### config.mk
export PLATFORM = sky130hd
export DESIGN_NAME = nmea_vtg_sentence_parser_unit
export DESIGN_NICKNAME = d
export VERILOG_FILES = /design/src/design/nvtg_pkg.sv /design/src/design/nvtg_front.sv /design/src/design/nvtg_back.sv /design/src/design/nmea_vtg_sentence_parser_unit.sv
export SDC_FILE = /design/constraint.sdc
export NUM_CORES = 1
export LEC_CHECK = 0
export ABC_CLOCK_PERIOD_IN_PS = 6800
export BUFFER_PORTS_ARGS = -buffer_cell sky130_fd_sc_hd__buf_4
export CELL_PAD_IN_SITES_DETAIL_PLACEMENT = 1
export CELL_PAD_IN_SITES_GLOBAL_PLACEMENT = 1
export CORE_ASPECT_RATIO = 1.75
export CORE_MARGIN = 5
export CORE_UTILIZATION = 45
export DETAILED_ROUTE_END_ITERATION = 10
export PLACE_DENSITY_LB_ADDON = 0.1
export RECOVER_POWER = 50
export SLEW_MARGIN = 20
export SYNTH_ARGS = -nofsm -noshare
export SYNTH_HDL_FRONTEND = slang
export SYNTH_HIERARCHICAL = 1
export SYNTH_SLANG_ARGS = --single-unit
### constraint.sdc
create_clock -name clock -period 6.8 [get_ports clock]
set_clock_uncertainty 0.2 [all_clocks]
set_input_delay 0.34 -clock clock [delete_from_list [all_inputs] [get_ports clock]]
set_output_delay 0.34 -clock clock [all_outputs]
set_load 0.01 [all_outputs]
### src/design/nvtg_pkg.sv
`timescale 1ns / 1ps
// ----------------------------------------------------------------------------
// VTG parser package
// Shared constants, character codes, types and lookup functions.
// ----------------------------------------------------------------------------
package nvtg_pkg;

   localparam int MAX_LINE = 100;
   localparam logic [6:0] LINE_LIMIT = 7'(MAX_LINE - 2);
   localparam logic [6:0] LEN_SAT = 7'd127;
   localparam logic [6:0] XOR_START = 7'd6;
   localparam logic [19:0] SAT_MAX = 20'd999999;

   localparam int Q_DEPTH = 2;
   localparam int Q_PTR_W = $clog2(Q_DEPTH);
   localparam int Q_CNT_W = $clog2(Q_DEPTH + 1);
   localparam logic [Q_CNT_W-1:0] Q_FULL = Q_CNT_W'(Q_DEPTH);

   localparam logic [7:0] CH_NUL   = 8'h00;
   localparam logic [7:0] CH_NL    = 8'h0A;
   localparam logic [7:0] CH_COMMA = 8'h2C;
   localparam logic [7:0] CH_POINT = 8'h2E;
   localparam logic [7:0] CH_STAR  = 8'h2A;
   localparam logic [7:0] CH_A     = 8'h41;

   localparam logic [3:0] FLD_HEAD   = 4'd0;
   localparam logic [3:0] FLD_COURSE = 4'd1;
   localparam logic [3:0] FLD_T      = 4'd2;
   localparam logic [3:0] FLD_M      = 4'd3;
   localparam logic [3:0] FLD_SPEED  = 4'd4;
   localparam logic [3:0] FLD_N      = 4'd5;
   localparam logic [3:0] FLD_ANY    = 4'd6;
   localparam logic [3:0] FLD_K      = 4'd7;
   localparam logic [3:0] FLD_CHECK  = 4'd8;
   localparam logic [3:0] FLD_SAT    = 4'd15;

   localparam logic [2:0] HEAD_LEN = 3'd6;
   localparam logic [2:0] CIF_SAT  = 3'd7;
   localparam logic [1:0] FRAC_MAX = 2'd3;

   // classified byte handed from the front end to the parser
   typedef struct packed {
      logic [7:0] data;
      logic       is_nl;
      logic       is_comma;
      logic       is_digit;
      logic       is_point;
      logic       hex_ok;
      logic [3:0] nibble;
   } byte_class_type;

   typedef struct packed {
      logic        ok;
      logic [19:0] course;
      logic [19:0] speed;
   } rsp_item_type;

   typedef struct packed {
      logic [19:0] acc;
      logic        point;
      logic [1:0]  frac;
      logic        err;
   } dec_step_type;

   function automatic byte_class_type classify(input logic [7:0] c);
      byte_class_type r;
      r.data     = c;
      r.is_nl    = (c == CH_NL);
      r.is_comma = (c == CH_COMMA);
      r.is_point = (c == CH_POINT);
      r.is_digit = (c >= 8'h30) && (c <= 8'h39);
      r.hex_ok   = 1'b0;
      r.nibble   = 4'd0;
      if (r.is_digit) begin
         r.hex_ok = 1'b1;
         r.nibble = 4'(c - 8'h30);
      end else if ((c >= 8'h41) && (c <= 8'h46)) begin
         r.hex_ok = 1'b1;
         r.nibble = 4'(c - 8'h37);
      end else if ((c >= 8'h61) && (c <= 8'h66)) begin
         r.hex_ok = 1'b1;
         r.nibble = 4'(c - 8'h57);
      end
      return r;
   endfunction

   function automatic logic [7:0] head_char(input logic [2:0] pos);
      unique case (pos)
         3'd0: head_char = 8'h24;  // $
         3'd1: head_char = 8'h47;  // G
         3'd2: head_char = 8'h50;  // P
         3'd3: head_char = 8'h56;  // V
         3'd4: head_char = 8'h54;  // T
         3'd5: head_char = 8'h47;  // G
         default: head_char = CH_NUL;
      endcase
   endfunction

   function automatic logic [7:0] single_char(input logic [3:0] fld);
      unique case (fld)
         FLD_T:   single_char = 8'h54;
         FLD_M:   single_char = 8'h4D;
         FLD_N:   single_char = 8'h4E;
         FLD_K:   single_char = 8'h4B;
         default: single_char = CH_NUL;
      endcase
   endfunction

   function automatic logic [6:0] frac_weight(input logic [1:0] idx);
      unique case (idx)
         2'd0:    frac_weight = 7'd100;
         2'd1:    frac_weight = 7'd10;
         2'd2:    frac_weight = 7'd1;
         default: frac_weight = 7'd0;
      endcase
   endfunction

endpackage

### src/design/nvtg_front.sv
`timescale 1ns / 1ps
// ----------------------------------------------------------------------------
// VTG parser front end
// Accepts bytes, drops NUL, classifies and queues them for the parser.
// ----------------------------------------------------------------------------
module nvtg_front (
   input  logic                    clock,
   input  logic                    reset,
   input  logic                    push,
   output logic                    full,
   input  logic [7:0]              req_rx_byte,
   output logic                    item_valid,
   output nvtg_pkg::byte_class_type item,
   input  logic                    item_take
);
   import nvtg_pkg::*;

   byte_class_type        entry_ff [Q_DEPTH];
   logic [Q_PTR_W-1:0]    wr_ff, wr_in;
   logic [Q_PTR_W-1:0]    rd_ff, rd_in;
   logic [Q_CNT_W-1:0]    cnt_ff, cnt_in;
   logic                  wr_en;
   logic                  rd_en;

   assign full       = (cnt_ff == Q_FULL);
   assign item_valid = (cnt_ff != '0);
   assign item       = entry_ff[rd_ff];

   // store only non-NUL bytes
   assign wr_en = push && !full && (req_rx_byte != CH_NUL);
   assign rd_en = item_take && item_valid;

   always_comb begin
      wr_in  = wr_en ? Q_PTR_W'(wr_ff + 1'b1) : wr_ff;
      rd_in  = rd_en ? Q_PTR_W'(rd_ff + 1'b1) : rd_ff;
      cnt_in = cnt_ff;
      if (wr_en && !rd_en) begin
         cnt_in = Q_CNT_W'(cnt_ff + 1'b1);
      end else if (!wr_en && rd_en) begin
         cnt_in = Q_CNT_W'(cnt_ff - 1'b1);
      end
   end

   always_ff @(posedge clock) begin
      if (reset) begin
         wr_ff  <= '0;
         rd_ff  <= '0;
         cnt_ff <= '0;
      end else begin
         wr_ff  <= wr_in;
         rd_ff  <= rd_in;
         cnt_ff <= cnt_in;
      end
   end

   always_ff @(posedge clock) begin
      if (wr_en) begin
         entry_ff[wr_ff] <= classify(req_rx_byte);
      end
   end

endmodule

### src/design/nvtg_back.sv
`timescale 1ns / 1ps
// ----------------------------------------------------------------------------
// VTG parser back end
// Tokenizes classified bytes, checks fields and checksum, queues results.
// ----------------------------------------------------------------------------
module nvtg_back (
   input  logic                     clock,
   input  logic                     reset,
   input  logic                     item_valid,
   input  nvtg_pkg::byte_class_type item,
   output logic                     item_take,
   output logic                     empty,
   input  logic                     pop,
   output logic                     rsp_sentence_ok,
   output logic [19:0]              rsp_course_milli,
   output logic [19:0]              rsp_speed_milli
);
   import nvtg_pkg::*;

   logic [6:0]  len_ff, len_in;
   logic [3:0]  fld_ff, fld_in;
   logic        fne_ff, fne_in;
   logic [2:0]  cif_ff, cif_in;
   logic [7:0]  xor_ff, xor_in;
   logic [7:0]  recent_ff [5];
   logic [7:0]  recent_in [5];
   logic        err_ff, err_in;
   logic [19:0] course_ff, course_in;
   logic [19:0] speed_ff, speed_in;
   logic        ps_ff, ps_in;
   logic [1:0]  fd_ff, fd_in;
   logic [7:0]  chk_ff, chk_in;

   rsp_item_type          rq_ff [Q_DEPTH];
   logic [Q_PTR_W-1:0]    rq_wr_ff, rq_wr_in;
   logic [Q_PTR_W-1:0]    rq_rd_ff, rq_rd_in;
   logic [Q_CNT_W-1:0]    rq_cnt_ff, rq_cnt_in;
   logic                  rsp_push;
   rsp_item_type          rsp_new;
   logic                  rsp_pop;

   function automatic dec_step_type dec_step(input logic [19:0] acc,
                                             input byte_class_type c,
                                             input logic point,
                                             input logic [1:0] frac);
      dec_step_type r;
      logic [24:0]  sum;
      r.acc   = acc;
      r.point = point;
      r.frac  = frac;
      r.err   = 1'b0;
      sum     = '0;
      if (c.is_digit) begin
         if (!point) begin
            sum   = 25'(acc) * 25'd10 + 25'(c.nibble) * 25'd1000;
            r.acc = (sum > 25'(SAT_MAX)) ? SAT_MAX : sum[19:0];
         end else if (frac < FRAC_MAX) begin
            sum    = 25'(acc) + 25'(c.nibble) * 25'(frac_weight(frac));
            r.acc  = (sum > 25'(SAT_MAX)) ? SAT_MAX : sum[19:0];
            r.frac = 2'(frac + 1'b1);
         end
      end else if (c.is_point && !point) begin
         r.point = 1'b1;
      end else begin
         r.err = 1'b1;
      end
      return r;
   endfunction

   assign item_take = item_valid && (rq_cnt_ff != Q_FULL);

   always_comb begin
      logic [2:0]   pos;
      logic         ok;
      dec_step_type ds;

      len_in    = len_ff;
      fld_in    = fld_ff;
      fne_in    = fne_ff;
      cif_in    = cif_ff;
      xor_in    = xor_ff;
      recent_in = recent_ff;
      err_in    = err_ff;
      course_in = course_ff;
      speed_in  = speed_ff;
      ps_in     = ps_ff;
      fd_in     = fd_ff;
      chk_in    = chk_ff;
      rsp_push  = 1'b0;
      rsp_new   = '0;
      pos       = cif_ff;
      ok        = 1'b0;
      ds        = '0;

      if (item_take) begin
         if (len_ff >= XOR_START) begin
            xor_in = xor_ff ^ recent_ff[4];
         end
         recent_in[0] = item.data;
         for (int i = 1; i < 5; i++) begin
            recent_in[i] = recent_ff[i-1];
         end

         if (!item.is_nl) begin
            if (len_ff >= LINE_LIMIT) begin
               err_in = 1'b1;
            end
            if (len_ff < LEN_SAT) begin
               len_in = 7'(len_ff + 1'b1);
            end
         end

         if (item.is_comma) begin
            // close the open token, if any
            if (fne_ff) begin
               if ((fld_ff == FLD_HEAD) && (cif_ff != HEAD_LEN)) begin
                  err_in = 1'b1;
               end
               if (((fld_ff == FLD_COURSE) || (fld_ff == FLD_SPEED)) &&
                   (cif_ff <= {2'b00, ps_ff})) begin
                  err_in = 1'b1;
               end
               if (fld_ff >= FLD_CHECK) begin
                  err_in = 1'b1;
               end
               fne_in = 1'b0;
               if (fld_ff < FLD_SAT) begin
                  fld_in = 4'(fld_ff + 1'b1);
               end
            end
         end else begin
            // open a token on its first byte
            if (!fne_ff) begin
               pos   = '0;
               ps_in = 1'b0;
               fd_in = '0;
            end
            fne_in = 1'b1;
            unique case (fld_ff)
               FLD_HEAD: begin
                  if ((pos >= HEAD_LEN) || (item.data != head_char(pos))) begin
                     err_in = 1'b1;
                  end
               end
               FLD_COURSE: begin
                  ds        = dec_step(course_ff, item, ps_in, fd_in);
                  course_in = ds.acc;
                  ps_in     = ds.point;
                  fd_in     = ds.frac;
                  if (ds.err) begin
                     err_in = 1'b1;
                  end
               end
               FLD_SPEED: begin
                  ds       = dec_step(speed_ff, item, ps_in, fd_in);
                  speed_in = ds.acc;
                  ps_in    = ds.point;
                  fd_in    = ds.frac;
                  if (ds.err) begin
                     err_in = 1'b1;
                  end
               end
               FLD_T, FLD_M, FLD_N, FLD_K: begin
                  if ((pos != '0) || (item.data != single_char(fld_ff))) begin
                     err_in = 1'b1;
                  end
               end
               FLD_ANY: begin
               end
               FLD_CHECK: begin
                  if (pos == 3'd0) begin
                     if (item.data != CH_A) begin
                        err_in = 1'b1;
                     end
                  end else if (pos == 3'd1) begin
                     if (item.data != CH_STAR) begin
                        err_in = 1'b1;
                     end
                  end else if (pos <= 3'd3) begin
                     if (!item.hex_ok) begin
                        err_in = 1'b1;
                     end else begin
                        chk_in = {chk_ff[3:0], item.nibble};
                     end
                  end
               end
               default: begin
                  err_in = 1'b1;
               end
            endcase
            cif_in = (pos < CIF_SAT) ? 3'(pos + 1'b1) : CIF_SAT;
         end

         if (item.is_nl) begin
            ok = !err_in && fne_in && (fld_in == FLD_CHECK) && (chk_in == xor_in);
            rsp_push       = 1'b1;
            rsp_new.ok     = ok;
            rsp_new.course = ok ? course_in : '0;
            rsp_new.speed  = ok ? speed_in : '0;
            // start the next line from scratch
            len_in    = '0;
            fld_in    = '0;
            fne_in    = 1'b0;
            cif_in    = '0;
            xor_in    = '0;
            for (int i = 0; i < 5; i++) begin
               recent_in[i] = '0;
            end
            err_in    = 1'b0;
            course_in = '0;
            speed_in  = '0;
            ps_in     = 1'b0;
            fd_in     = '0;
            chk_in    = '0;
         end
      end
   end

   always_ff @(posedge clock) begin
      if (reset) begin
         len_ff    <= '0;
         fld_ff    <= '0;
         fne_ff    <= 1'b0;
         cif_ff    <= '0;
         xor_ff    <= '0;
         for (int i = 0; i < 5; i++) begin
            recent_ff[i] <= '0;
         end
         err_ff    <= 1'b0;
         course_ff <= '0;
         speed_ff  <= '0;
         ps_ff     <= 1'b0;
         fd_ff     <= '0;
         chk_ff    <= '0;
      end else begin
         len_ff    <= len_in;
         fld_ff    <= fld_in;
         fne_ff    <= fne_in;
         cif_ff    <= cif_in;
         xor_ff    <= xor_in;
         recent_ff <= recent_in;
         err_ff    <= err_in;
         course_ff <= course_in;
         speed_ff  <= speed_in;
         ps_ff     <= ps_in;
         fd_ff     <= fd_in;
         chk_ff    <= chk_in;
      end
   end

   // result queue
   assign empty            = (rq_cnt_ff == '0);
   assign rsp_pop          = pop && !empty;
   assign rsp_sentence_ok  = rq_ff[rq_rd_ff].ok;
   assign rsp_course_milli = rq_ff[rq_rd_ff].course;
   assign rsp_speed_milli  = rq_ff[rq_rd_ff].speed;

   always_comb begin
      rq_wr_in  = rsp_push ? Q_PTR_W'(rq_wr_ff + 1'b1) : rq_wr_ff;
      rq_rd_in  = rsp_pop ? Q_PTR_W'(rq_rd_ff + 1'b1) : rq_rd_ff;
      rq_cnt_in = rq_cnt_ff;
      if (rsp_push && !rsp_pop) begin
         rq_cnt_in = Q_CNT_W'(rq_cnt_ff + 1'b1);
      end else if (!rsp_push && rsp_pop) begin
         rq_cnt_in = Q_CNT_W'(rq_cnt_ff - 1'b1);
      end
   end

   always_ff @(posedge clock) begin
      if (reset) begin
         rq_wr_ff  <= '0;
         rq_rd_ff  <= '0;
         rq_cnt_ff <= '0;
      end else begin
         rq_wr_ff  <= rq_wr_in;
         rq_rd_ff  <= rq_rd_in;
         rq_cnt_ff <= rq_cnt_in;
      end
   end

   always_ff @(posedge clock) begin
      if (rsp_push) begin
         rq_ff[rq_wr_ff] <= rsp_new;
      end
   end

endmodule

### src/design/nmea_vtg_sentence_parser_unit.sv
`timescale 1ns / 1ps
// ----------------------------------------------------------------------------
// NMEA VTG sentence parser
// Byte-stream checker for VTG sentences with course and speed extraction.
// ----------------------------------------------------------------------------
// Usage:
//   Feed received serial bytes on req_rx_byte with push; a byte is taken on
//   a clock edge with push high and full low. NUL bytes are taken and
//   dropped. Each newline byte yields exactly one result on the rsp_ ports,
//   readable while empty is low and removed on an edge with pop high.
//   A result flags a valid, checksummed VTG sentence with fix and carries
//   course and speed in thousandths (zero when the sentence is rejected).
// Timing:
//   One byte per cycle sustained while the result queue has room. The
//   front queue registers the byte, the parser then takes it from the
//   front queue, and a result is written into the result queue on the
//   edge that takes its newline.
// Reset and stall:
//   Synchronous reset empties both queues and clears the line state.
//   When the receiver does not pop, up to two results wait in the result
//   queue; the parser then holds and the front queue fills until full rises.
// ----------------------------------------------------------------------------
module nmea_vtg_sentence_parser_unit (
   input  logic        clock,
   input  logic        reset,
   input  logic        push,
   output logic        full,
   input  logic [7:0]  req_rx_byte,
   output logic        empty,
   input  logic        pop,
   output logic        rsp_sentence_ok,
   output logic [19:0] rsp_course_milli,
   output logic [19:0] rsp_speed_milli
);
   import nvtg_pkg::*;

   // classified byte stream between front end and parser
   logic           item_valid;
   byte_class_type item;
   logic           item_take;

   // accept and classify incoming bytes
   nvtg_front u_front (
      .clock       (clock),
      .reset       (reset),
      .push        (push),
      .full        (full),
      .req_rx_byte (req_rx_byte),
      .item_valid  (item_valid),
      .item        (item),
      .item_take   (item_take)
   );

   // tokenize, check and queue one result per line
   nvtg_back u_back (
      .clock            (clock),
      .reset            (reset),
      .item_valid       (item_valid),
      .item             (item),
      .item_take        (item_take),
      .empty            (empty),
      .pop              (pop),
      .rsp_sentence_ok  (rsp_sentence_ok),
      .rsp_course_milli (rsp_course_milli),
      .rsp_speed_milli  (rsp_speed_milli)
   );

endmodule
* Word-level counts from Yosys, hierarchy flattened
Memory sizes are Yosys's and may differ from the RTL's. A register that Yosys moved wholly into a read port is not among the register bits.
Index checks and enable logic that the tools add are counted.
** Word-level totals
- Bits in registers :: 123
- Bits in writable memories :: 116
- Input port bits :: 12
- Output and inout bits :: 43
- Memories kept :: 2
** Operators by class
- $add $sub $neg :: 19
- Multiply operators :: 5
- Magnitude comparators :: 20
- Eq/ne operators :: 28
- Muxes and demuxes :: 129
- Bitwise logic cells :: 1
- Reduce and logical (&&, ||, !) cells :: 44
** Memories
- u_back.rq_ff :: words 2, bits a word 41, rd ports 1, clocked after Yosys merged registers in 1, wr ports 1, line nvtg_back.sv:34 : rsp_item_type rq_ff [Q_DEPTH];
- u_front.entry_ff :: words 2, bits a word 17, rd ports 1, clocked after Yosys merged registers in 1, wr ports 1, line nvtg_front.sv:18 : byte_class_type entry_ff [Q_DEPTH];
** Operators by type and width (count)
- 20-bit two-way mux :: 18
- 8-bit two-way mux :: 17
- 25-bit by 20-bit > comparator with 1-bit output, second input constant :: 4
- 41-bit two-way mux :: 2
- 7-bit two-way mux :: 11
- 24-bit by 14-bit adder with 25-bit output :: 2
- 1-bit two-way mux :: 48
- 20-bit by 3-bit multiplier with 23-bit output, second input constant :: 2
- 20-bit by 11-bit adder with 21-bit output :: 2
- 40-bit two-way mux :: 1
- 7-bit case mux with 5 select lines :: 1
- 7-bit case mux with 4 select lines :: 1
- 2-bit two-way mux :: 13
- 4-bit by 7-bit multiplier with 11-bit output :: 2
- 7-bit case mux with 3 select lines :: 1
- 4-bit two-way mux :: 5
- 5-bit two-way mux :: 4
- 1-bit logical AND :: 18
- 3-bit two-way mux :: 6
- 4-bit by 3-bit == test with 1-bit output, second input constant :: 4
- 8-bit by 6-bit == test with 1-bit output, second input constant :: 2
- 8-bit by 7-bit >= comparator with 1-bit output, second input constant :: 2
- 8-bit by 7-bit less-or-equal comparator with 1-bit output, second input constant :: 2
- 8-bit != test :: 2
- other kinds (49) :: 76

* Longest topological paths before layout
Gate-level depths: netlist (run 1).
- Depth in word-level cells :: 23
- Mapped depth :: 28
- Gate-level depth less buffers :: 24

* Modules after synthesis
Netlist (run 1), hierarchy kept.
** By module, submodules not included
- nvtg_back :: times used 1, cells each 1988, area an instance 16826.1 um2, sequential area each 4864.7 um2
- nvtg_front :: times used 1, cells each 114, area an instance 1712.9 um2, sequential area each 1121.1 um2

* Least setup slack after synthesis (run 1)
OpenSTA, ideal clock, no wires.
- Path kind :: flip-flop to flip-flop
- Start point :: reg with a tool-made name
- End point :: mem u_back/rq_ff[0][5] in the netlist's numbering (data pin)
- Arrival :: 5.959 ns
- Data required time :: 6.328 ns
- Slack :: 0.369 ns
- Cell stages (with the launch flop) :: 27
- Cell sequence :: dfxtp_1 buf_2 buf_2 mux2_1 fa_1 inv_1 fa_1 inv_1 ha_1 a21oi_1 o21ai_0 a21oi_1 o21ai_0 a21oi_1 xnor2_1 ha_1 nand2_1 o21ai_0 and2_1 buf_4 nand2_2 or4_4 a2111oi_4 o21ai_2 buf_4 o21ai_1 a21oi_1
** RTL lines (line)
- to (decl) :: nvtg_back.sv:34

==> impl_metrics.env, run 1 <==
export IMPL_utilization_after_layout_pct=50.0
export IMPL_post_synth_cell_area_avg_sq_um=8.82
export IMPL_chipHeight_um=279
export IMPL_setup_tns_final_ns=0
export IMPL_fraction_of_registers_with_async_set_reset_pct=0
export IMPL_routed_wirelength_mm=57.8
export IMPL_globalRouteOverflowTotal=0
export IMPL_worst_setup_hold_path_clk_slew_ns=0.06
export IMPL_syn_instance_count=2102
export IMPL_dp_cells=2649
export IMPL_cellLeakagePower_uw=0.00821
export IMPL_synth_main_ff_cell="sky130_fd_sc_hd__dfxtp_1"
export IMPL_hold_violations=0
export IMPL_top_post_synthesis_cells_by_area="sky130_fd_sc_hd__edfxtp_1, sky130_fd_sc_hd__dfxtp_1, sky130_fd_sc_hd__ha_1"
export IMPL_crit_path_frequent_cell="sky130_fd_sc_hd__a21oi_1"
export IMPL_post_synth_cell_types=104
export IMPL_ys_ff_latch=241
export IMPL_post_syn_nets=2312
export IMPL_worstPathRequired_ns=6.97
export IMPL_detail_route_antenna_nets=0
export IMPL_timing_slew_headroom_pct=-58.0
export IMPL_cp_data_arrival_time_ns=6.74
export IMPL_finish_instance_area_sq_mm=0.0204
export IMPL_drv_max_cap_violation_count=4
export IMPL_clock_path_buffers=3
export IMPL_nFillCells=4829
export IMPL_place_port_buffers=54
export IMPL_die_area_sq_mm=0.0455
export IMPL_design_portCount=55
export IMPL_start_util_pct=45.4
export IMPL_worst_hold_slack_ns=0.0438
export IMPL_clk_insertion_delay_late_ns=0.55
export IMPL_timing_max_transition_violations_final=154
export IMPL_drc_errors=0
export IMPL_synth_top_cells_by_count="sky130_fd_sc_hd__a21oi_1, sky130_fd_sc_hd__nand2_1, sky130_fd_sc_hd__nor2_1, sky130_fd_sc_hd__ha_1, sky130_fd_sc_hd__inv_1"
export IMPL_critical_path_max_stage_delay_ns=0.63
export IMPL_post_route_period_util_pct=96.7
export IMPL_final_setup_viols=0
export IMPL_ir_drop_mv=0.357
export IMPL_nets=2350
export IMPL_critical_path_peak_fanout=6
export IMPL_post_synth_top_area_fraction_pct=18.8
export IMPL_synth_edff_count=116
export IMPL_grt_pass1_vias=17116
export IMPL_routed_via_density=5.93
export IMPL_critical_path_endpoint_type="flip-flop"
export IMPL_flow_area_growth_from_synthesis_pct=10.2
export IMPL_ctsHtreeMaxLevel=1
export IMPL_row_count=98
export IMPL_num_vias=16058
export IMPL_cts_tree="yes"
export IMPL_critical_path_cell_chain="mux2_2 -> fa_2 -> inv_1 -> fa_1 -> inv_1 -> ha_1 -> a21oi_1 -> o21ai_0 -> a21oi_1 -> xnor2_1 -> ha_1 -> a21oi_1 -> o21ai_0 -> a31oi_1 -> o21ai_1 -> and2_1 -> buf_4 -> or4_1 -> o21ai_0 -> a21oi_1 -> o21ai_4 -> nor2b_1 -> or3_1 -> a21oi_1"
export IMPL_critPathKind="flip-flop to flip-flop"
export IMPL_number_of_antenna_violations_at_the_first_check_in_global_routing=0
export IMPL_fin_cells=2707
export IMPL_power_per_cell_area_mw_per_mm2=355
export IMPL_yosysWarningCount=6
export IMPL_core_sq_mm=0.0408
export IMPL_gp_congestion=0.901
export IMPL_synth_yosys_seq_area_share_pct=32.3
export IMPL_insertedDiodeCount=0
export IMPL_clock_sink_count=241
export IMPL_die_width_um=163
export IMPL_period_needed_ns=6.57
export IMPL_yosys_cell_count_top_type="sky130_fd_sc_hd__a21oi_1"
export IMPL_fmax_ghz=0.152
export IMPL_cp_start_kind="flip-flop"
export IMPL_dpl_hpwl_mm=44.8
export IMPL_violations_in_the_final_reports="max-capacitance violations, max-slew violations"
export IMPL_drive_gt1_share_pct=9.23
export IMPL_pin_count_of_the_biggest_net_entering_global_routing=52
export IMPL_cts_buffers_inserted=24
export IMPL_hp_class="input pin to flip-flop"
export IMPL_worst_slew_pin_slew_ns=2.37
export IMPL_detailedRoute_firstIterationViolations=751
export IMPL_post_synthesis_instance_area_sq_mm=0.0185
export IMPL_critical_path_slowest_cell="sky130_fd_sc_hd__fa_2"
export IMPL_first_pass_iters=4
export IMPL_yosysTopAreaCell="sky130_fd_sc_hd__edfxtp_1"
export IMPL_clock_root_buffer="sky130_fd_sc_hd__clkbuf_16"
export IMPL_grt_first_pass_wirelength_mm=90.8
export IMPL_grt_usage_pct=24.7
export IMPL_outcome="finished, violations left"
export IMPL_placed_cell_area_sq_mm=0.0196
export IMPL_timing_critical_path_buf_inv=3
export IMPL_worst_path_dominant_cell_family="compound AO/OA/AOI/OAI gates"
export IMPL_wl_per_cell_um=21.3
## metrics by stage
step	setup slack, ns	power, uW
2_1_floorplan	0.369	4410
3_3_place_gp	0.174	5710
3_5_place_dp	0.0169	5850
4_1_cts	0.0456	7340
5_1_grt	-0.0197	7740
6_report	0.225	7260
## cells in the final DEF (no fill, tap or decap), types with 8 or more instances in the layout
cell type                         n
sky130_fd_sc_hd__o221ai_1         8
sky130_fd_sc_hd__nand3_1         36
sky130_fd_sc_hd__xor2_1          62
sky130_fd_sc_hd__or3_1           17
sky130_fd_sc_hd__mux2i_1          9
sky130_fd_sc_hd__nor4_1           8
sky130_fd_sc_hd__o211ai_1        16
sky130_fd_sc_hd__xnor2_1         58
sky130_fd_sc_hd__a21o_1          44
sky130_fd_sc_hd__a21oi_1        209
sky130_fd_sc_hd__nand4_1         13
sky130_fd_sc_hd__dfxtp_1        125
sky130_fd_sc_hd__buf_4           57
sky130_fd_sc_hd__o22ai_1          8
sky130_fd_sc_hd__inv_1          140
sky130_fd_sc_hd__and2_1          14
sky130_fd_sc_hd__nand2_1        191
sky130_fd_sc_hd__nand2b_1        18
sky130_fd_sc_hd__ha_1           164
sky130_fd_sc_hd__mux2_1          13
sky130_fd_sc_hd__a31oi_1         17
sky130_fd_sc_hd__a211o_1          8
sky130_fd_sc_hd__o21a_1          20
sky130_fd_sc_hd__fa_1            33
sky130_fd_sc_hd__nand3b_1        45
sky130_fd_sc_hd__dlygate4sd3_1    8
sky130_fd_sc_hd__a211oi_1        20
sky130_fd_sc_hd__and3_1          21
sky130_fd_sc_hd__clkbuf_1        44
sky130_fd_sc_hd__edfxtp_1       116
sky130_fd_sc_hd__o31ai_1         14
sky130_fd_sc_hd__mux2_2          50
sky130_fd_sc_hd__nor3_1          47
sky130_fd_sc_hd__o21ai_0         99
sky130_fd_sc_hd__nor2_1         167
sky130_fd_sc_hd__o21ai_1          9
sky130_fd_sc_hd__clkbuf_16       25
sky130_fd_sc_hd__a22oi_1         19
sky130_fd_sc_hd__nor2b_1         17
## cell families (layout without fill, tap and decap cells)
kind of cell | count (synthesis) | after routing | synth area share (%)
multiplexers | 73 | 73 | 4.39
XOR/XNOR | 120 | 120 | 5.67
flip-flops | 241 | 241 | 32.3
buffers and inverters | 237 | 292 | 4.95
AO/OA/AOI/OAI | 588 | 588 | 20.7
AND/OR/NAND/NOR | 645 | 645 | 17.3
adder cells (fa/ha/maj) | 198 | 198 | 14.7
## routing by layer
metal,GRT usage (%),up-vias,part of all wire (%)
li1,-,7695,-
met1,26.8,7960,38
met2,48.2,283,55
met3,2.00,120,2.8
met4,10.6,0,4.5
met5,0,-,0
## area by class of cell
cell class | count | area, sq um | share of cell area, %
well taps | 550 | 688 | 3.37
clock inverters | 14 | 191 | 0.937
flip-flops and latches | 241 | 5990 | 29.3
inverters | 140 | 526 | 2.57
multi-input cells | 1624 | 11700 | 57.3
clock buffers | 29 | 661 | 3.23
repair buffers | 109 | 676 | 3.31
## path summary, 6_finish.rpt
path,startpoint,to,slack (ns),depth (start not counted)
worst min register to register,u_back/recent_ff[23]$_SDFFE_PP0P_,u_back/recent_ff[23]$_SDFFE_PP0P_,0.25,2
worst max register to register,flip-flop,u_back/rq_ff[0][9]$_DFFE_PP_,0.23,24
worst min-delay path,reset,u_front/cnt_ff[0]$_SDFFE_PP0P_,0.04,2
worst max-delay path,flip-flop,u_back/rq_ff[0][9]$_DFFE_PP_,0.23,24
## where the power goes
| group | leakage (uW) | switching [uW] | internal (uW) |
|---|---|---|---|
| logic | 0.00571 | 2570 | 1440 |
| clock network | 0.000408 | 599 | 850 |
| registers | 0.00209 | 102 | 1690 |
## worst reg2reg max path, stage by stage (launching register included)
cell                      delay (ns)
sky130_fd_sc_hd__dfxtp_1        0.39
sky130_fd_sc_hd__mux2_2         0.40
sky130_fd_sc_hd__fa_2           0.63
sky130_fd_sc_hd__inv_1          0.07
sky130_fd_sc_hd__fa_1           0.50
sky130_fd_sc_hd__inv_1          0.05
sky130_fd_sc_hd__ha_1           0.33
sky130_fd_sc_hd__a21oi_1        0.25
sky130_fd_sc_hd__o21ai_0        0.12
sky130_fd_sc_hd__a21oi_1        0.23
sky130_fd_sc_hd__xnor2_1        0.12
sky130_fd_sc_hd__ha_1           0.38
sky130_fd_sc_hd__a21oi_1        0.16
sky130_fd_sc_hd__o21ai_0        0.11
sky130_fd_sc_hd__a31oi_1        0.24
sky130_fd_sc_hd__o21ai_1        0.15
sky130_fd_sc_hd__and2_1         0.21
sky130_fd_sc_hd__buf_4          0.16
sky130_fd_sc_hd__or4_1          0.50
sky130_fd_sc_hd__o21ai_0        0.10
sky130_fd_sc_hd__a21oi_1        0.13
sky130_fd_sc_hd__o21ai_4        0.31
sky130_fd_sc_hd__nor2b_1        0.12
sky130_fd_sc_hd__or3_1          0.35
sky130_fd_sc_hd__a21oi_1        0.19
## registers in the layout, summed over array words and instances (netlist names), 4 cells and up, named ones only
signal and cells:
u_back/len_ff 7, u_back/course_ff 20, u_back/rq_ff 82, u_back/fld_ff 4, u_back/speed_ff 20, u_back/chk_ff 8, u_front/entry_ff 34, u_back/xor_ff 8
u_back/recent_ff 40
## timing repair
item	CTS	global route
endpoints found under the hold margin	18	0
endpoints found under the setup margin	2	56
pin swaps	0	6
hold buffers	8	0
buffers inserted	0	7
resized for setup	1	18
(Power assumes the default switching activity.)
==> run 2: changes to the inputs <==
Settings changed: ABC_CLOCK_PERIOD_IN_PS 6800 to 7300, CORE_UTILIZATION 45 to 50.
Clock period 6.8 ns to 7.3 ns, I/O delays scaled along.
==> impl_metrics.env, run 2 (same netlist as run 1, synthesis figures left out) <==
export IMPL_outcome="finished, violations left"
export IMPL_violations_in_the_final_reports="max-capacitance violations, max-slew violations"
export IMPL_detailedRoute_firstIterationViolations=711
export IMPL_detail_route_antenna_nets=0
export IMPL_reg2reg_to="u_back/rq_ff[1][36]$_DFFE_PP_"
export IMPL_ctsHtreeMaxLevel=1
export IMPL_setup_tns_final_ns=0
export IMPL_grt_first_pass_wirelength_mm=91.4
export IMPL_nets=2326
export IMPL_cts_buffers_inserted=24
export IMPL_comb_power_share_pct=53.4
export IMPL_power_switching_uw=3010
export IMPL_switching_share_pct=44.6
export IMPL_flow_area_growth_from_synthesis_pct=8.76
export IMPL_worst_setup_hold_path_clk_slew_ns=0.07
export IMPL_critical_path_peak_fanout=15
export IMPL_worst_slew_pin_slew_ns=2.63
export IMPL_routed_via_density=6.17
export IMPL_start_util_pct=50.4
export IMPL_timing_max_transition_violations_final=199
export IMPL_power_per_cell_area_mw_per_mm2=334
export IMPL_source_of_the_worst_hold_timing_path="reset"
export IMPL_clock_path_buffers=3
export IMPL_grt_usage_pct=27.5
export IMPL_clock_sink_count=241
export IMPL_routed_wirelength_mm=57.6
export IMPL_critPathKind="flip-flop to flip-flop"
export IMPL_cts_tree="yes"
export IMPL_regMostFlops="u_back/rq_ff"
export IMPL_timing_slew_headroom_pct=-75.4
export IMPL_gp_congestion=0.892
export IMPL_worst_hold_path_endpoint="u_back/chk_ff[7]$_SDFFE_PP0P_"
export IMPL_clock_root_buffer="sky130_fd_sc_hd__clkbuf_16"
export IMPL_core_sq_mm=0.0368
export IMPL_worstReg2RegStart="u_back/fne_ff$_SDFFE_PP0P_"
export IMPL_power_report_internal_total_uw=3730
export IMPL_cts_repair_timing_setup_buffer_count=0
export IMPL_hold_violations=0
export IMPL_final_common_cell="sky130_fd_sc_hd__a21oi_1"
export IMPL_dpl_hpwl_mm=44.7
export IMPL_clk_insertion_delay_late_ns=0.56
export IMPL_cp_data_arrival_time_ns=7.04
export IMPL_hp_class="input pin to flip-flop"
export IMPL_die_width_um=156
export IMPL_period_needed_ns=6.93
export IMPL_number_of_antenna_violations_at_the_first_check_in_global_routing=0
export IMPL_r2r_setup_slack_ns=0.37
export IMPL_pin_count_of_the_biggest_net_entering_global_routing=61
export IMPL_wl_per_cell_um=22.1
export IMPL_num_vias=16107
export IMPL_drc_errors=0
export IMPL_grt_pass1_vias=17417
export IMPL_globalRouteOverflowTotal=0
export IMPL_final_setup_viols=0
export IMPL_drive_gt1_share_pct=7.54
export IMPL_ir_drop_mv=0.416
export IMPL_cellLeakagePower_uw=0.00810
export IMPL_worstPathRequired_ns=7.41
export IMPL_mostFrequentLayoutCells="sky130_fd_sc_hd__a21oi_1, sky130_fd_sc_hd__nand2_1, sky130_fd_sc_hd__nor2_1"
export IMPL_insertedDiodeCount=0
export IMPL_critical_path_endpoint_type="flip-flop"
export IMPL_nFillCells=4363
export IMPL_first_pass_iters=5
export IMPL_rsz0062_at_grt="false"
export IMPL_row_count=93
export IMPL_largest_register_ff_count=82
export IMPL_design_portCount=55
export IMPL_fmax_ghz=0.144
export IMPL_power_frac_clock_pct=21.7
export IMPL_timing_reg2reg_worst_path_depth=20
export IMPL_largest_registers="u_back/rq_ff (82), u_back/recent_ff (40), u_front/entry_ff (34)"
export IMPL_chipHeight_um=265
export IMPL_drv_max_cap_violation_count=5
export IMPL_cp_start_kind="flip-flop"
export IMPL_finalPower_uw=6740
export IMPL_part_of_the_total_power_dissipated_in_sequential_elements_pct=25.0
export IMPL_hold_depth=2
export IMPL_post_route_period_util_pct=95.0
export IMPL_die_area_sq_mm=0.0412
export IMPL_place_port_buffers=54
## run 2: repair_timing
action,CTS,global route
hold buffers,8,0
endpoints found under the setup margin,0,46
resized for setup,0,5
endpoints found under the hold margin,18,0
## run 2: final cells by class
class	count	area, sq um	share of cell area, %
clock buffer	29	641	3.18
clock inverter	15	282	1.40
inverter	140	526	2.61
multi-input combinational	1624	11700	57.8
sequential	241	5990	29.7
tap	475	594	2.95
timing repair buffer	85	482	2.39
## run 2: power by group through the flow
stage | clock, uW | combinational (uW) | sequential [uW]
floorplan | 0 | 2460 | 1650
global placement | 0 | 3510 | 1700
detailed placement | 0 | 3630 | 1710
CTS | 1490 | 3670 | 1680
global route | 1540 | 3900 | 1700
finish | 1460 | 3600 | 1680
## run 2: through the flow
stage                     instances  cell area (sq um)  worst slack, ns  util [%]  hold slack, ns
final                          2609              20200            0.367      54.8          0.0469
after global routing           2609              20200           0.0240      54.8          0.0414
after CTS                      2609              20300            0.209      55.3          0.0180
after detailed placement       2557              19300            0.247      52.6           0.245
after global placement         2557              19300            0.399      52.6           0.238
after floorplan                2102              18500            0.869         -           0.232
## run 2: metal layers
metal	vias to the layer above	GRT usage (%)	routed length [um]
li1	7650	-	-
met1	7960	28.7	20900
met2	352	54.0	31600
met3	145	2.40	2090
met4	0	12.9	2970
met5	-	0	0
## run 2: worst max-delay path by stage
stage	from	to	cells past startpoint
6_report	u_back/fne_ff$_SDFFE_PP0P_	u_back/rq_ff[1][36]$_DFFE_PP_	20
5_1_grt	flip-flop	u_back/rq_ff[0][29]$_DFFE_PP_	24
4_1_cts	u_back/fd_ff[0]$_SDFFE_PP0P_	u_back/rq_ff[0][36]$_DFFE_PP_	22
3_5_place_dp	u_back/fd_ff[0]$_SDFFE_PP0P_	u_back/rq_ff[0][36]$_DFFE_PP_	22
3_3_place_gp	u_back/fne_ff$_SDFFE_PP0P_	u_back/rq_ff[1][36]$_DFFE_PP_	20
2_1_floorplan	flip-flop	u_back/rq_ff[0][5]$_DFFE_PP_	26
## run 2: worst max-delay path, stage by stage (launching register included)
cell                        delay (ns)
sky130_fd_sc_hd__dfxtp_1          0.67
sky130_fd_sc_hd__and3b_1          0.35
sky130_fd_sc_hd__and2_1           0.19
sky130_fd_sc_hd__inv_1            0.06
sky130_fd_sc_hd__fa_1             0.48
sky130_fd_sc_hd__fa_1             0.58
sky130_fd_sc_hd__fa_1             0.55
sky130_fd_sc_hd__inv_1            0.05
sky130_fd_sc_hd__ha_1             0.36
sky130_fd_sc_hd__nand2b_1         0.13
sky130_fd_sc_hd__a21oi_1          0.11
sky130_fd_sc_hd__nand2b_1         0.23
sky130_fd_sc_hd__a2111oi_0        0.56
sky130_fd_sc_hd__o221ai_1         0.22
sky130_fd_sc_hd__a2111oi_1        0.65
sky130_fd_sc_hd__a211oi_2         0.22
sky130_fd_sc_hd__nor2_2           0.25
sky130_fd_sc_hd__nor2_1           0.13
sky130_fd_sc_hd__nor2_2           0.33
sky130_fd_sc_hd__a21oi_1          0.13
sky130_fd_sc_hd__o21ba_2          0.25
==> run 3: changes to the inputs <==
Settings changed: MAX_ROUTING_LAYER set to met4.
==> impl_metrics.env, run 3 (same netlist as run 1, synthesis figures left out) <==
export IMPL_gp_congestion=0.910
export IMPL_largest_registers="u_back/rq_ff (82), u_back/recent_ff (40), u_front/entry_ff (34)"
export IMPL_final_critical_path_setup_slack_ns=0.406
export IMPL_first_pass_iters=5
export IMPL_fmax_ghz=0.145
export IMPL_dp_cells=2557
export IMPL_detail_route_antenna_nets=0
export IMPL_clock_root_buffer="sky130_fd_sc_hd__clkbuf_16"
export IMPL_drc_errors=0
export IMPL_timing_slew_headroom_pct=-57.3
export IMPL_violations_in_the_final_reports="max-capacitance violations, max-slew violations"
export IMPL_worst_slew_pin_slew_ns=2.36
export IMPL_pin_count_of_the_biggest_net_entering_global_routing=63
export IMPL_dpl_hpwl_mm=44.6
export IMPL_die_width_um=156
export IMPL_clk_insertion_delay_late_ns=0.55
export IMPL_wl_per_cell_um=21.9
export IMPL_place_port_buffers=54
export IMPL_final_setup_viols=0
export IMPL_globalRouteOverflowTotal=0
export IMPL_grt_pass1_vias=17400
export IMPL_critical_path_endpoint_type="flip-flop"
export IMPL_dp_slack_ns=0.290
export IMPL_period_needed_ns=6.89
export IMPL_power_per_cell_area_mw_per_mm2=325
export IMPL_cts_tree="yes"
export IMPL_cp_data_arrival_time_ns=7.00
export IMPL_critical_path_peak_fanout=8
export IMPL_num_vias=16210
export IMPL_outcome="finished, violations left"
export IMPL_routed_wirelength_mm=57.2
export IMPL_routed_via_density=6.21
export IMPL_core_sq_mm=0.0368
export IMPL_route_top_layer_used="met4"
export IMPL_ctsHtreeMaxLevel=1
export IMPL_clock_sink_count=241
export IMPL_regMostFlops="u_back/rq_ff"
export IMPL_row_count=93
export IMPL_insertedDiodeCount=0
export IMPL_worstPathRequired_ns=7.40
export IMPL_drv_max_cap_violation_count=4
export IMPL_detailedRoute_firstIterationViolations=583
export IMPL_post_route_period_util_pct=94.4
export IMPL_critPathKind="flip-flop to flip-flop"
export IMPL_fin_cells=2610
export IMPL_largest_register_ff_count=82
export IMPL_timing_max_transition_violations_final=145
export IMPL_worst_hold_slack_ns=0.0166
export IMPL_design_portCount=55
export IMPL_grt_usage_pct=27.9
export IMPL_drt_met1_wl_mm=21.2
export IMPL_nets=2327
export IMPL_drive_gt1_share_pct=7.68
export IMPL_final_common_cell="sky130_fd_sc_hd__a21oi_1"
export IMPL_cts_buffers_inserted=24
export IMPL_die_area_sq_mm=0.0412
export IMPL_number_of_antenna_violations_at_the_first_check_in_global_routing=0
export IMPL_ir_drop_mv=0.306
export IMPL_cellLeakagePower_uw=0.00808
export IMPL_flow_area_growth_from_synthesis_pct=8.33
export IMPL_hold_violations=0
export IMPL_hp_class="input pin to flip-flop"
export IMPL_rsz0062_at_grt="false"
export IMPL_start_util_pct=50.4
export IMPL_worst_setup_hold_path_clk_slew_ns=0.07
export IMPL_detailroute_wirelength_met3_mm=1.95
export IMPL_clock_path_buffers=3
export IMPL_grt_first_pass_wirelength_mm=90.6
export IMPL_cp_start_kind="flip-flop"
export IMPL_setup_tns_final_ns=0
export IMPL_mostFrequentLayoutCells="sky130_fd_sc_hd__a21oi_1, sky130_fd_sc_hd__nand2_1, sky130_fd_sc_hd__nor2_1"
export IMPL_chipHeight_um=265
export IMPL_met2RoutedLength_mm=30.3
==> run 3: cell count changes in the layout (fill, tap and decap cells not counted), sizes merged <==
cell / previous run / this run
buf: 30 / 32
inv: 141 / 142
clkinvlp: 4 / 2
clkinv: 2 / 7
bufinv: 8 / 3
==> run 3: worst max-delay path: stages (launching register included) <==
cell and delay [ns]:
sky130_fd_sc_hd__dfxtp_1 0.39, sky130_fd_sc_hd__mux2_1 0.39, sky130_fd_sc_hd__buf_4 0.20, sky130_fd_sc_hd__and2_1 0.16, sky130_fd_sc_hd__inv_1 0.08, sky130_fd_sc_hd__fa_1 0.45
sky130_fd_sc_hd__fa_1 0.52, sky130_fd_sc_hd__fa_1 0.51, sky130_fd_sc_hd__inv_1 0.06, sky130_fd_sc_hd__ha_1 0.38, sky130_fd_sc_hd__a21o_1 0.23, sky130_fd_sc_hd__a21oi_1 0.17
sky130_fd_sc_hd__a211oi_1 0.10, sky130_fd_sc_hd__a211oi_1 0.66, sky130_fd_sc_hd__nand3b_1 0.21, sky130_fd_sc_hd__a2111oi_1 0.65, sky130_fd_sc_hd__a211oi_2 0.20, sky130_fd_sc_hd__nor2_2 0.25
sky130_fd_sc_hd__nor2_1 0.14, sky130_fd_sc_hd__nor2_2 0.31, sky130_fd_sc_hd__a21oi_1 0.12, sky130_fd_sc_hd__o21ba_2 0.25
==> run 3: what timing repair did <==
| item | in CTS | in global routing |
|---|---|---|
| setup buffers | 0 | 1 |
| hold buffers | 8 | 0 |
| endpoints found under the hold margin | 18 | 0 |
| endpoints found under the setup margin | 0 | 37 |
| gates resized for setup | 0 | 5 |
==> run 3: final cells by class <==
cell class	count	area, sq um
Sequential cell	241	5990
Inverter	140	526
Fill cell	4362	16700
Clock buffer	30	653
Multi-Input combinational cell	1624	11700
Clock inverter	14	171
Timing Repair Buffer	86	493
Tap cell	475	594
==> run 3: final timing paths <==
path	from	end	slack [ns]	cells past startpoint
worst max-delay path	flip-flop	u_back/rq_ff[1][36]$_DFFE_PP_	0.41	21
worst min-delay path	reset	u_back/speed_ff[0]$_SDFFE_PP0P_	0.02	2
worst max register to register	flip-flop	u_back/rq_ff[1][36]$_DFFE_PP_	0.41	21
worst min register to register	u_back/recent_ff[13]$_SDFFE_PP0P_	u_back/recent_ff[13]$_SDFFE_PP0P_	0.25	2
==> run 3: power by group <==
part	internal, uW	switching, uW	total (uW)	leakage (uW)
Combinational	1230	2320	3550	0.00558
Clock	747	559	1310	0.000404
Sequential	1580	95.3	1680	0.00209
==> run 3: layer usage <==
layer | GRT usage [%] | vias to the layer above
li1 | - | 7635
met1 | 29.1 | 7997
met2 | 51.2 | 378
met3 | 2.58 | 200
met4 | 15.1 | 0
met5 | - | -
==> run 3: through the flow <==
stage	util, %	total power, uW	instance area [sq um]
floorplan	-	4110	18500
global placement	52.6	5190	19300
detailed placement	52.6	5300	19300
CTS	55.1	6640	20200
global route	54.6	6950	20100
finish	54.6	6540	20100
